==> src/hdl/lpbu_pkg.sv <==
// lpbu_pkg: shared types and constants for the led pixel byte unpacker
// used by lpbu_ctrl, lpbu_datapath, the top level and the checker
package lpbu_pkg;

  localparam int MaxSegment = 64;
  localparam int MaxPixels  = 4096;

  localparam int ByteW   = 8;
  localparam int IndexW  = 20;
  localparam int FirstW  = 12;
  localparam int LimitW  = 12;
  localparam int SegW    = 7;
  localparam int FmtW    = 3;
  localparam int KindW   = 2;
  localparam int NumW    = 13;
  localparam int CfgIdxW = 3;
  localparam int CfgW    = 12;
  localparam int LimCmpW = 17;

  localparam logic [NumW-1:0] NumMax = {NumW{1'b1}};

  localparam logic [CfgIdxW-1:0] RegPixelFormat  = 3'd0;
  localparam logic [CfgIdxW-1:0] RegFirstLed     = 3'd1;
  localparam logic [CfgIdxW-1:0] RegPixelLimit   = 3'd2;
  localparam logic [CfgIdxW-1:0] RegSegmentLen   = 3'd3;
  localparam logic [CfgIdxW-1:0] RegExtraKind    = 3'd4;
  localparam logic [CfgIdxW-1:0] RegExtraDefault = 3'd5;

  localparam logic [FmtW-1:0] FmtRgb  = 3'd0;
  localparam logic [FmtW-1:0] FmtBgr  = 3'd1;
  localparam logic [FmtW-1:0] FmtGrb  = 3'd2;
  localparam logic [FmtW-1:0] FmtRgba = 3'd3;
  localparam logic [FmtW-1:0] FmtRgbw = 3'd4;

  localparam logic [KindW-1:0] KindNone   = 2'd0;
  localparam logic [KindW-1:0] KindDimmer = 2'd1;
  localparam logic [KindW-1:0] KindWhite  = 2'd2;

  typedef struct packed {
    logic accept;
    logic load;
  } cmd_t;

  typedef struct packed {
    logic emit_start;
    logic last_copy;
  } sts_t;

endpackage

==> src/hdl/led_pixel_byte_unpacker_core.sv <==
// led_pixel_byte_unpacker_core: top level of the led pixel byte unpacker
// depends on lpbu_pkg, lpbu_ctrl and lpbu_datapath
//
// input channel: one raw byte per beat (data_byte_i) with buffer_start_i
// marking the first byte of a buffer; in_valid_i / in_stall_o
// output channel: one LED write per beat (index, colour, extra, run_end_o)
// on out_valid_o / out_stall_i
// a byte that does not complete a pixel, or completes one beyond the pixel
// limit or with a zero segment length, gives no beat
// a byte that completes a counted pixel gives segment-length beats, one per
// cycle while the receiver does not stall; the pixel is registered when the
// byte is taken and each copy is then loaded into the output register; input
// is stalled until the last copy sits in the output register, and the copy
// counter only starts once the pixel is complete
// a stall on the output holds the current beat and halts the copy counter
// reset clears the configuration to its defaults, the byte phase, the pixel
// count, the LED offset and the output valid; no clearing pass is needed
module led_pixel_byte_unpacker_core (
  input  logic                          clk_i,
  input  logic                          rst_ni,
  input  logic                          cfg_we_i,
  input  logic [lpbu_pkg::CfgIdxW-1:0]  cfg_index_i,
  input  logic [lpbu_pkg::CfgW-1:0]     cfg_data_i,
  input  logic                          in_valid_i,
  output logic                          in_stall_o,
  input  logic [lpbu_pkg::ByteW-1:0]    data_byte_i,
  input  logic                          buffer_start_i,
  output logic                          out_valid_o,
  input  logic                          out_stall_i,
  output logic [lpbu_pkg::IndexW-1:0]   led_index_o,
  output logic [lpbu_pkg::ByteW-1:0]    red_o,
  output logic [lpbu_pkg::ByteW-1:0]    green_o,
  output logic [lpbu_pkg::ByteW-1:0]    blue_o,
  output logic [lpbu_pkg::ByteW-1:0]    extra_o,
  output logic                          run_end_o
);

  lpbu_pkg::cmd_t cmd;
  lpbu_pkg::sts_t sts;

  lpbu_ctrl u_ctrl (
    .clk_i       (clk_i),
    .rst_ni      (rst_ni),
    .in_valid_i  (in_valid_i),
    .in_stall_o  (in_stall_o),
    .out_valid_o (out_valid_o),
    .out_stall_i (out_stall_i),
    .sts_i       (sts),
    .cmd_o       (cmd)
  );

  lpbu_datapath u_dp (
    .clk_i          (clk_i),
    .rst_ni         (rst_ni),
    .cfg_we_i       (cfg_we_i),
    .cfg_index_i    (cfg_index_i),
    .cfg_data_i     (cfg_data_i),
    .data_byte_i    (data_byte_i),
    .buffer_start_i (buffer_start_i),
    .cmd_i          (cmd),
    .sts_o          (sts),
    .led_index_o    (led_index_o),
    .red_o          (red_o),
    .green_o        (green_o),
    .blue_o         (blue_o),
    .extra_o        (extra_o),
    .run_end_o      (run_end_o)
  );

endmodule

==> src/hdl/lpbu_ctrl.sv <==
// lpbu_ctrl: sequencer that takes input beats and steps out the pixel copies
// depends on lpbu_pkg (cmd_t, sts_t)
module lpbu_ctrl (
  input  logic          clk_i,
  input  logic          rst_ni,
  input  logic          in_valid_i,
  output logic          in_stall_o,
  output logic          out_valid_o,
  input  logic          out_stall_i,
  input  lpbu_pkg::sts_t sts_i,
  output lpbu_pkg::cmd_t cmd_o
);

  typedef enum logic {
    StIdle,
    StEmit
  } state_e;

  state_e state_q;
  logic   out_valid_q;
  logic   out_free;

  assign out_free    = !out_valid_q || !out_stall_i;
  assign cmd_o.accept = in_valid_i && (state_q == StIdle);
  assign cmd_o.load   = (state_q == StEmit) && out_free;
  assign in_stall_o   = (state_q != StIdle);
  assign out_valid_o  = out_valid_q;

  always_ff @(posedge clk_i or negedge rst_ni) begin
    if (!rst_ni) begin
      state_q     <= StIdle;
      out_valid_q <= 1'b0;
    end else begin
      case (state_q)
        StIdle: begin
          if (cmd_o.accept && sts_i.emit_start) begin
            state_q <= StEmit;
          end
        end
        StEmit: begin
          if (cmd_o.load && sts_i.last_copy) begin
            state_q <= StIdle;
          end
        end
        default: state_q <= StIdle;
      endcase
      if (cmd_o.load) begin
        out_valid_q <= 1'b1;
      end else if (!out_stall_i) begin
        out_valid_q <= 1'b0;
      end
    end
  end

endmodule

==> src/hdl/lpbu_datapath.sv <==
// lpbu_datapath: config registers, byte grouping, pixel counting and copy output
// depends on lpbu_pkg (widths, register and format codes, cmd_t, sts_t)
module lpbu_datapath (
  input  logic                           clk_i,
  input  logic                           rst_ni,
  input  logic                           cfg_we_i,
  input  logic [lpbu_pkg::CfgIdxW-1:0]   cfg_index_i,
  input  logic [lpbu_pkg::CfgW-1:0]      cfg_data_i,
  input  logic [lpbu_pkg::ByteW-1:0]     data_byte_i,
  input  logic                           buffer_start_i,
  input  lpbu_pkg::cmd_t                 cmd_i,
  output lpbu_pkg::sts_t                 sts_o,
  output logic [lpbu_pkg::IndexW-1:0]    led_index_o,
  output logic [lpbu_pkg::ByteW-1:0]     red_o,
  output logic [lpbu_pkg::ByteW-1:0]     green_o,
  output logic [lpbu_pkg::ByteW-1:0]     blue_o,
  output logic [lpbu_pkg::ByteW-1:0]     extra_o,
  output logic                           run_end_o
);

  localparam logic [lpbu_pkg::SegW-1:0] SegMax = lpbu_pkg::SegW'(lpbu_pkg::MaxSegment);
  localparam logic [lpbu_pkg::LimCmpW-1:0] LimMax =
    lpbu_pkg::LimCmpW'(lpbu_pkg::MaxPixels);

  // configuration
  logic [lpbu_pkg::FmtW-1:0]   fmt_q;
  logic [lpbu_pkg::FirstW-1:0] first_q;
  logic [lpbu_pkg::LimitW-1:0] limit_q;
  logic [lpbu_pkg::SegW-1:0]   seg_cfg_q;
  logic [lpbu_pkg::KindW-1:0]  kind_q;
  logic [lpbu_pkg::ByteW-1:0]  xdef_q;

  // buffer state
  logic [1:0]                   phase_q, phase_d;
  logic [lpbu_pkg::ByteW-1:0]   held_q [3];
  logic [lpbu_pkg::NumW-1:0]    num_q, num_d;
  logic [lpbu_pkg::IndexW-1:0]  base_q, base_d;

  // pixel being copied out
  logic [lpbu_pkg::ByteW-1:0]   pr_q, pg_q, pb_q, px_q;
  logic [lpbu_pkg::IndexW-1:0]  idx_q;
  logic [lpbu_pkg::SegW-1:0]    seg_q, cnt_q;

  // output register
  logic [lpbu_pkg::IndexW-1:0]  led_q;
  logic [lpbu_pkg::ByteW-1:0]   r_q, g_q, b_q, x_q;
  logic                         end_q;

  logic                         four, complete, in_limit;
  logic [1:0]                   phase_eff;
  logic [lpbu_pkg::NumW-1:0]    num_eff;
  logic [lpbu_pkg::IndexW-1:0]  base_eff;
  logic [lpbu_pkg::SegW-1:0]    seg_sat;
  logic [lpbu_pkg::LimCmpW-1:0] lim_sat;
  logic [lpbu_pkg::ByteW-1:0]   b0, b1, b2;
  logic [lpbu_pkg::ByteW-1:0]   r_d, g_d, b_d, x_d;

  assign four      = (fmt_q == lpbu_pkg::FmtRgba) || (fmt_q == lpbu_pkg::FmtRgbw);
  assign phase_eff = buffer_start_i ? 2'd0 : phase_q;
  assign num_eff   = buffer_start_i ? '0 : num_q;
  assign base_eff  = buffer_start_i ? '0 : base_q;
  assign complete  = four ? (phase_eff == 2'd3) : (phase_eff >= 2'd2);
  assign seg_sat   = (seg_cfg_q > SegMax) ? SegMax : seg_cfg_q;
  assign lim_sat   = (lpbu_pkg::LimCmpW'(limit_q) > LimMax) ? LimMax
                                                          : lpbu_pkg::LimCmpW'(limit_q);
  assign in_limit  = lpbu_pkg::LimCmpW'(num_eff) < lim_sat;

  assign b0 = held_q[0];
  assign b1 = held_q[1];
  assign b2 = (phase_eff == 2'd2) ? data_byte_i : held_q[2];

  always_comb begin
    case (fmt_q)
      lpbu_pkg::FmtBgr: begin
        r_d = b2; g_d = b1; b_d = b0;
      end
      lpbu_pkg::FmtGrb: begin
        r_d = b1; g_d = b0; b_d = b2;
      end
      default: begin
        r_d = b0; g_d = b1; b_d = b2;
      end
    endcase
    if ((fmt_q == lpbu_pkg::FmtRgba && kind_q == lpbu_pkg::KindDimmer) ||
        (fmt_q == lpbu_pkg::FmtRgbw && kind_q == lpbu_pkg::KindWhite)) begin
      x_d = data_byte_i;
    end else begin
      x_d = xdef_q;
    end
  end

  always_comb begin
    phase_d = complete ? 2'd0 : phase_eff + 2'd1;
    num_d   = num_eff;
    base_d  = base_eff;
    if (complete) begin
      if (in_limit) begin
        base_d = base_eff + lpbu_pkg::IndexW'(seg_sat);
      end
      if (num_eff != lpbu_pkg::NumMax) begin
        num_d = num_eff + 1'b1;
      end
    end
  end

  assign sts_o.emit_start = complete && in_limit && (seg_sat != '0);
  assign sts_o.last_copy  = (cnt_q + 1'b1) == seg_q;

  always_ff @(posedge clk_i or negedge rst_ni) begin
    if (!rst_ni) begin
      fmt_q     <= lpbu_pkg::FmtRgb;
      first_q   <= '0;
      limit_q   <= '0;
      seg_cfg_q <= lpbu_pkg::SegW'(1);
      kind_q    <= lpbu_pkg::KindNone;
      xdef_q    <= '0;
      phase_q   <= '0;
      num_q     <= '0;
      base_q    <= '0;
    end else begin
      if (cfg_we_i) begin
        case (cfg_index_i)
          lpbu_pkg::RegPixelFormat:  fmt_q     <= cfg_data_i[lpbu_pkg::FmtW-1:0];
          lpbu_pkg::RegFirstLed:     first_q   <= cfg_data_i[lpbu_pkg::FirstW-1:0];
          lpbu_pkg::RegPixelLimit:   limit_q   <= cfg_data_i[lpbu_pkg::LimitW-1:0];
          lpbu_pkg::RegSegmentLen:   seg_cfg_q <= cfg_data_i[lpbu_pkg::SegW-1:0];
          lpbu_pkg::RegExtraKind:    kind_q    <= cfg_data_i[lpbu_pkg::KindW-1:0];
          lpbu_pkg::RegExtraDefault: xdef_q    <= cfg_data_i[lpbu_pkg::ByteW-1:0];
          default: ;
        endcase
      end
      if (cmd_i.accept) begin
        phase_q <= phase_d;
        num_q   <= num_d;
        base_q  <= base_d;
      end
    end
  end

  always_ff @(posedge clk_i) begin
    if (cmd_i.accept) begin
      if (!complete) begin
        held_q[phase_eff] <= data_byte_i;
      end
      pr_q  <= r_d;
      pg_q  <= g_d;
      pb_q  <= b_d;
      px_q  <= x_d;
      idx_q <= lpbu_pkg::IndexW'(first_q) + base_eff;
      seg_q <= seg_sat;
      cnt_q <= '0;
    end else if (cmd_i.load) begin
      idx_q <= idx_q + 1'b1;
      cnt_q <= cnt_q + 1'b1;
    end
    if (cmd_i.load) begin
      led_q <= idx_q;
      r_q   <= pr_q;
      g_q   <= pg_q;
      b_q   <= pb_q;
      x_q   <= px_q;
      end_q <= sts_o.last_copy;
    end
  end

  assign led_index_o = led_q;
  assign red_o       = r_q;
  assign green_o     = g_q;
  assign blue_o      = b_q;
  assign extra_o     = x_q;
  assign run_end_o   = end_q;

endmodule

==> config.mk <==
export PLATFORM = sky130hd
export DESIGN_NAME = led_pixel_byte_unpacker_core
export DESIGN_NICKNAME = d
export VERILOG_FILES = /design/src/hdl/lpbu_pkg.sv /design/src/hdl/led_pixel_byte_unpacker_core.sv /design/src/hdl/lpbu_ctrl.sv /design/src/hdl/lpbu_datapath.sv
export SDC_FILE = /design/constraint.sdc
export NUM_CORES = 1
export LEC_CHECK = 0
export BUFFER_PORTS_ARGS = -buffer_cell sky130_fd_sc_hd__buf_2
export CAP_MARGIN = 20
export CORE_MARGIN = 2
export CORE_UTILIZATION = 40
export CTS_CLUSTER_SIZE = 14
export DETAILED_ROUTE_END_ITERATION = 8
export PLACE_DENSITY = 0.59
export SETUP_SLACK_MARGIN = 0.02
export SLEW_MARGIN = 30
export SYNTH_ARGS = -nofsm -noshare
export SYNTH_HDL_FRONTEND = slang
export SYNTH_HIERARCHICAL = 1
export SYNTH_SLANG_ARGS = --single-unit
==> constraint.sdc <==
create_clock -name clk_i -period 3.7 [get_ports clk_i]
set_input_delay 0.37 -clock clk_i [delete_from_list [all_inputs] [get_ports clk_i]]
set_output_delay 0.37 -clock clk_i [all_outputs]
set_load 0.005 [all_outputs]
==> flow_metrics.py <==
metrics = {
    "timing": {
        "fin_setup_tns_ns": 0,
        "rsz_0062_raised_after_global_routing": "no",
        "tightest_slew_ns": 0.838,
        "timing.final.crit_period_ns": 2.98,
        "min_period_over_period": 0.804,
        "max_slew_margin": 0.441,
        "final.setup.worst_slack_ns": 0.723,
        "final_hold_viol_count": 0,
        "whs_ns": 0.0758,
        "max_clock_freq_mhz": 336,
        "maxSlewViolCount": 0,
        "setup_violations": 0,
        "skew_ns": 0.0209,
    },
    "routing": {
        "routed_via_density": 5.25,
        "dr.pass1.iters": 4,
        "dr_total_vias": 7114,
        "drc": 0,
        "ant_nets": 0,
        "initialDrtViolationCount": 333,
        "wl_um": 23200,
        "average_detailed_routed_wire_length_per_instance_um": 17.1,
    },
    "floorplan": {
        "die_h_um": 169,
        "fp.dieArea_sq_um": 28600,
        "fp-row-count": 60,
        "pin_count": 84,
        "floorplan.initialDensity": 0.406,
        "core_region_area_sq_um": 26900,
        "die_w_um": 169,
    },
    "global_routing": {
        "grt_pass1_wl_um": 36900,
        "grt-ovfl-total": 0,
        "grt_usage": 0.162,
        "first_global_vias": 6844,
        "grt_max_degree": 64,
        "grt_antenna_before_repair": 1,
    },
    "placement": {
        "place.detailed.instances": 1307,
        "placement.setup.worst_slack_ns": 0.525,
        "placed_area_sq_um": 11700,
        "place.gp.congestion": 0.810,
        "io_buffer_count": 83,
        "dp_hpwl_um": 16200,
    },
    "clock_network": {
        "cts_setup_buffers": 0,
        "cts_inserted_buffers": 25,
        "ctsLongestPathBuffers": 3,
        "tritoncts_num_sinks": 224,
        "max_h_tree_level": 1,
        "clkSlewWorstSetupHoldPaths_ns": 0.06,
        "cts_tree": "built",
        "clk_latency_ns": 0.53,
        "cts_root_buf": "clkbuf_16",
    },
    "run": {
        "cap_viol_max_count": 0,
    },
    "cells_and_area": {
        "n_antenna_cell": 0,
        "area_growth_from_synthesis_to_final_layout_pct": 15.2,
        "fin_cells": 1355,
        "fin_util": 0.467,
        "fin_nets": 1063,
        "fillerInstances": 2482,
        "final_cell_area_excluding_filler_cells_sq_um": 12600,
        "final_layout_size_suffix_gt1_frac": 0.208,
    },
    "worst_setup_path": {
        "cell_repeated_most_along_the_worst_path": "a21oi_1",
        "cp-start-kind": "flip-flop",
        "critical_path.slowest_cell": "o41a_1",
        "timing.critical_path.max_delay_family": "compound AO/OA/AOI/OAI gates",
        "critical-path-max-stage-delay_ns": 0.52,
        "timing.setup.critical_path_class": "reg2reg",
        "crit_path_max_fanout": 9,
        "cp.arrival_ns": 3.22,
        "cp_num_buf_inv": 0,
        "crit_path_cell_trace": "nor2b_1, ha_1, fa_1, a21oi_1, or3b_1, a21oi_1, o41a_1, a2111oi_0, a221oi_1",
        "endpoint_class_of_the_critical_path": "flip-flop",
        "timing.critical_path.required_ns": 3.94,
    },
    "power": {
        "power_frac_clock": 0.310,
        "net-switching-power_mw": 2.31,
        "irDropWorstVdd_uv": 327,
        "p_seq_frac": 0.475,
        "power.share.combinational": 0.215,
        "power_mw": 7.91,
        "p_int_mw": 5.60,
        "swShare": 0.292,
        "pwr_density_cell_nw_per_um2": 630,
        "total_leakage_power_nw": 4.93,
    },
    "synthesis": {
        "netlist_area_sq_um": 10900,
        "post-synth-top-area-cell": "edfxtp_1",
        "fraction_of_registers_with_async_set_or_reset_after_synthesis": 0.362,
        "syn-instance-count": 908,
        "synth-edff-count": 136,
        "ys_ff_latch": 224,
        "synth.area.top_cells": "edfxtp_1 (37%), dfrtp_1 (18%), mux2_2 (5.1%), ha_1 (4.2%), nand2_1 (3.1%)",
        "synth_ff_type": "edfxtp_1",
        "synth_cell_types": 83,
        "synth.yosys.seq_area_share": 0.574,
        "ys.warnings.count": 6,
        "synth_nets": 976,
        "netlist.area_leader.share": 0.375,
        "avg_cell_area_syn_sq_um": 12.0,
    },
    "status": {
        "outcome": "complete, no violations",
    },
    "min_path": {
        "worst_hold_path_type": "in2reg",
    },
}
==> state kept, by name, indices dropped and copies added, names as in the netlist, 12 cells and up <==
signal            cells
u_dp/first_q         12
u_dp/idx_q           20
u_dp/limit_q         12
u_dp/base_q          20
u_dp/num_q           13
u_dp/held_q          24
u_dp/led_index_o     20
==> cell type report <==
cell class | instances | area (sq um) | area share
flip-flops and latches | 224 | 6250 | 0.498
multi-input cells | 622 | 4420 | 0.352
clock buffers | 39 | 781 | 0.0622
repair buffers | 97 | 526 | 0.0419
well taps | 341 | 427 | 0.0340
inverters | 25 | 93.8 | 0.00747
clock inverters | 7 | 52.6 | 0.00419
==> per-layer routing <==
layer  wire length (um)  track usage  up-vias  share of wire
met5                 13            0        -        0.00056
met4                340       0.0379        2          0.015
met3                886       0.0278       26          0.038
met2              11100        0.270      121           0.48
met1              10900        0.222     3460           0.47
li1                   -            -     3505              -
==> cell usage in the layout (no fill, tap or decap), types with 7 or more instances in the layout <==
cell type  instances
a221o_1            8
nor2b_1           40
nand4_1           11
inv_1             25
nand4b_1           7
and3_1            16
mux2_2            49
xor2_1            35
edfxtp_1         136
ha_1              37
nor3_1             8
buf_2             82
clkbuf_16         27
nor2_1            53
a21oi_1           37
nand2_1           89
buf_4             14
a211oi_1           7
dfxtp_1            7
xnor2_1           26
nand3_1           31
o21ai_0           42
mux2i_1           11
dfrtp_1           80
==> path summary, 6_finish.rpt <==
| path | start | end | slack [ns] | depth (start not counted) |
|---|---|---|---|---|
| setup / recovery | u_dp/base_q[0] | u_dp/idx_q[12] | 0.72 | 9 |
| hold / removal | cfg_data_i[10] | u_dp/limit_q[10] | 0.08 | 3 |
| setup reg to reg | u_dp/base_q[0] | u_dp/idx_q[12] | 0.72 | 9 |
| hold reg to reg | u_dp/px_q[0] | u_dp/extra_o[0] | 0.42 | 0 |
| max in group asynchronous | rst_ni | u_dp/xdef_q[1] | 2.44 | 3 |
| min in group asynchronous | rst_ni | u_dp/base_q[16] | 0.48 | 2 |
==> tightest hold or removal path, delay by kind of cell <==
kind            cells  cell delay [ns]
buf+inv             1             0.10
compound gates      1             0.06
simple gates        1             0.04
==> synthesized netlist by cell type (all sizes together) (8+ instances only) <==
master and instances:
a21oi 37, a221o 8, and2 8, and3 16
buf 8, clkbuf 29, dfrtp 80, edfxtp 136
ha 37, inv 25, mux2 49, mux2i 11
nand2 90, nand3 32, nand4 12, nor2 54
nor2b 42, nor3 9, nor4 8, o21ai 43
xnor2 26, xor2 35
==> power by group through the flow <==
| stage | Sequential, mW | Combinational [mW] | Clock (mW) |
|---|---|---|---|
| 2_1_floorplan | 3.71 | 1.16 | 0 |
| 3_3_place_gp | 3.80 | 1.67 | 0 |
| 3_5_place_dp | 3.81 | 1.70 | 0 |
| 4_1_cts | 3.76 | 1.72 | 2.52 |
| 5_1_grt | 3.83 | 1.90 | 2.62 |
| 6_report | 3.76 | 1.70 | 2.45 |
==> kinds of logic after synthesis <==
logic type | Yosys count | share of synthesized area
fa+ha+maj | 39 | 0.0461
flops | 224 | 0.574
xor+xnor | 61 | 0.0490
simple gates | 315 | 0.155
compound gates | 147 | 0.0926
mux | 60 | 0.0607
buf+inv | 62 | 0.0228
==> what timing repair did <==
action	4_1_cts	5_1_grt
hold buffers	1	0
endpoints found under the hold margin	61	0
resized for setup	0	0
setup endpoints to repair	0	0
(Power assumes the default switching activity.)
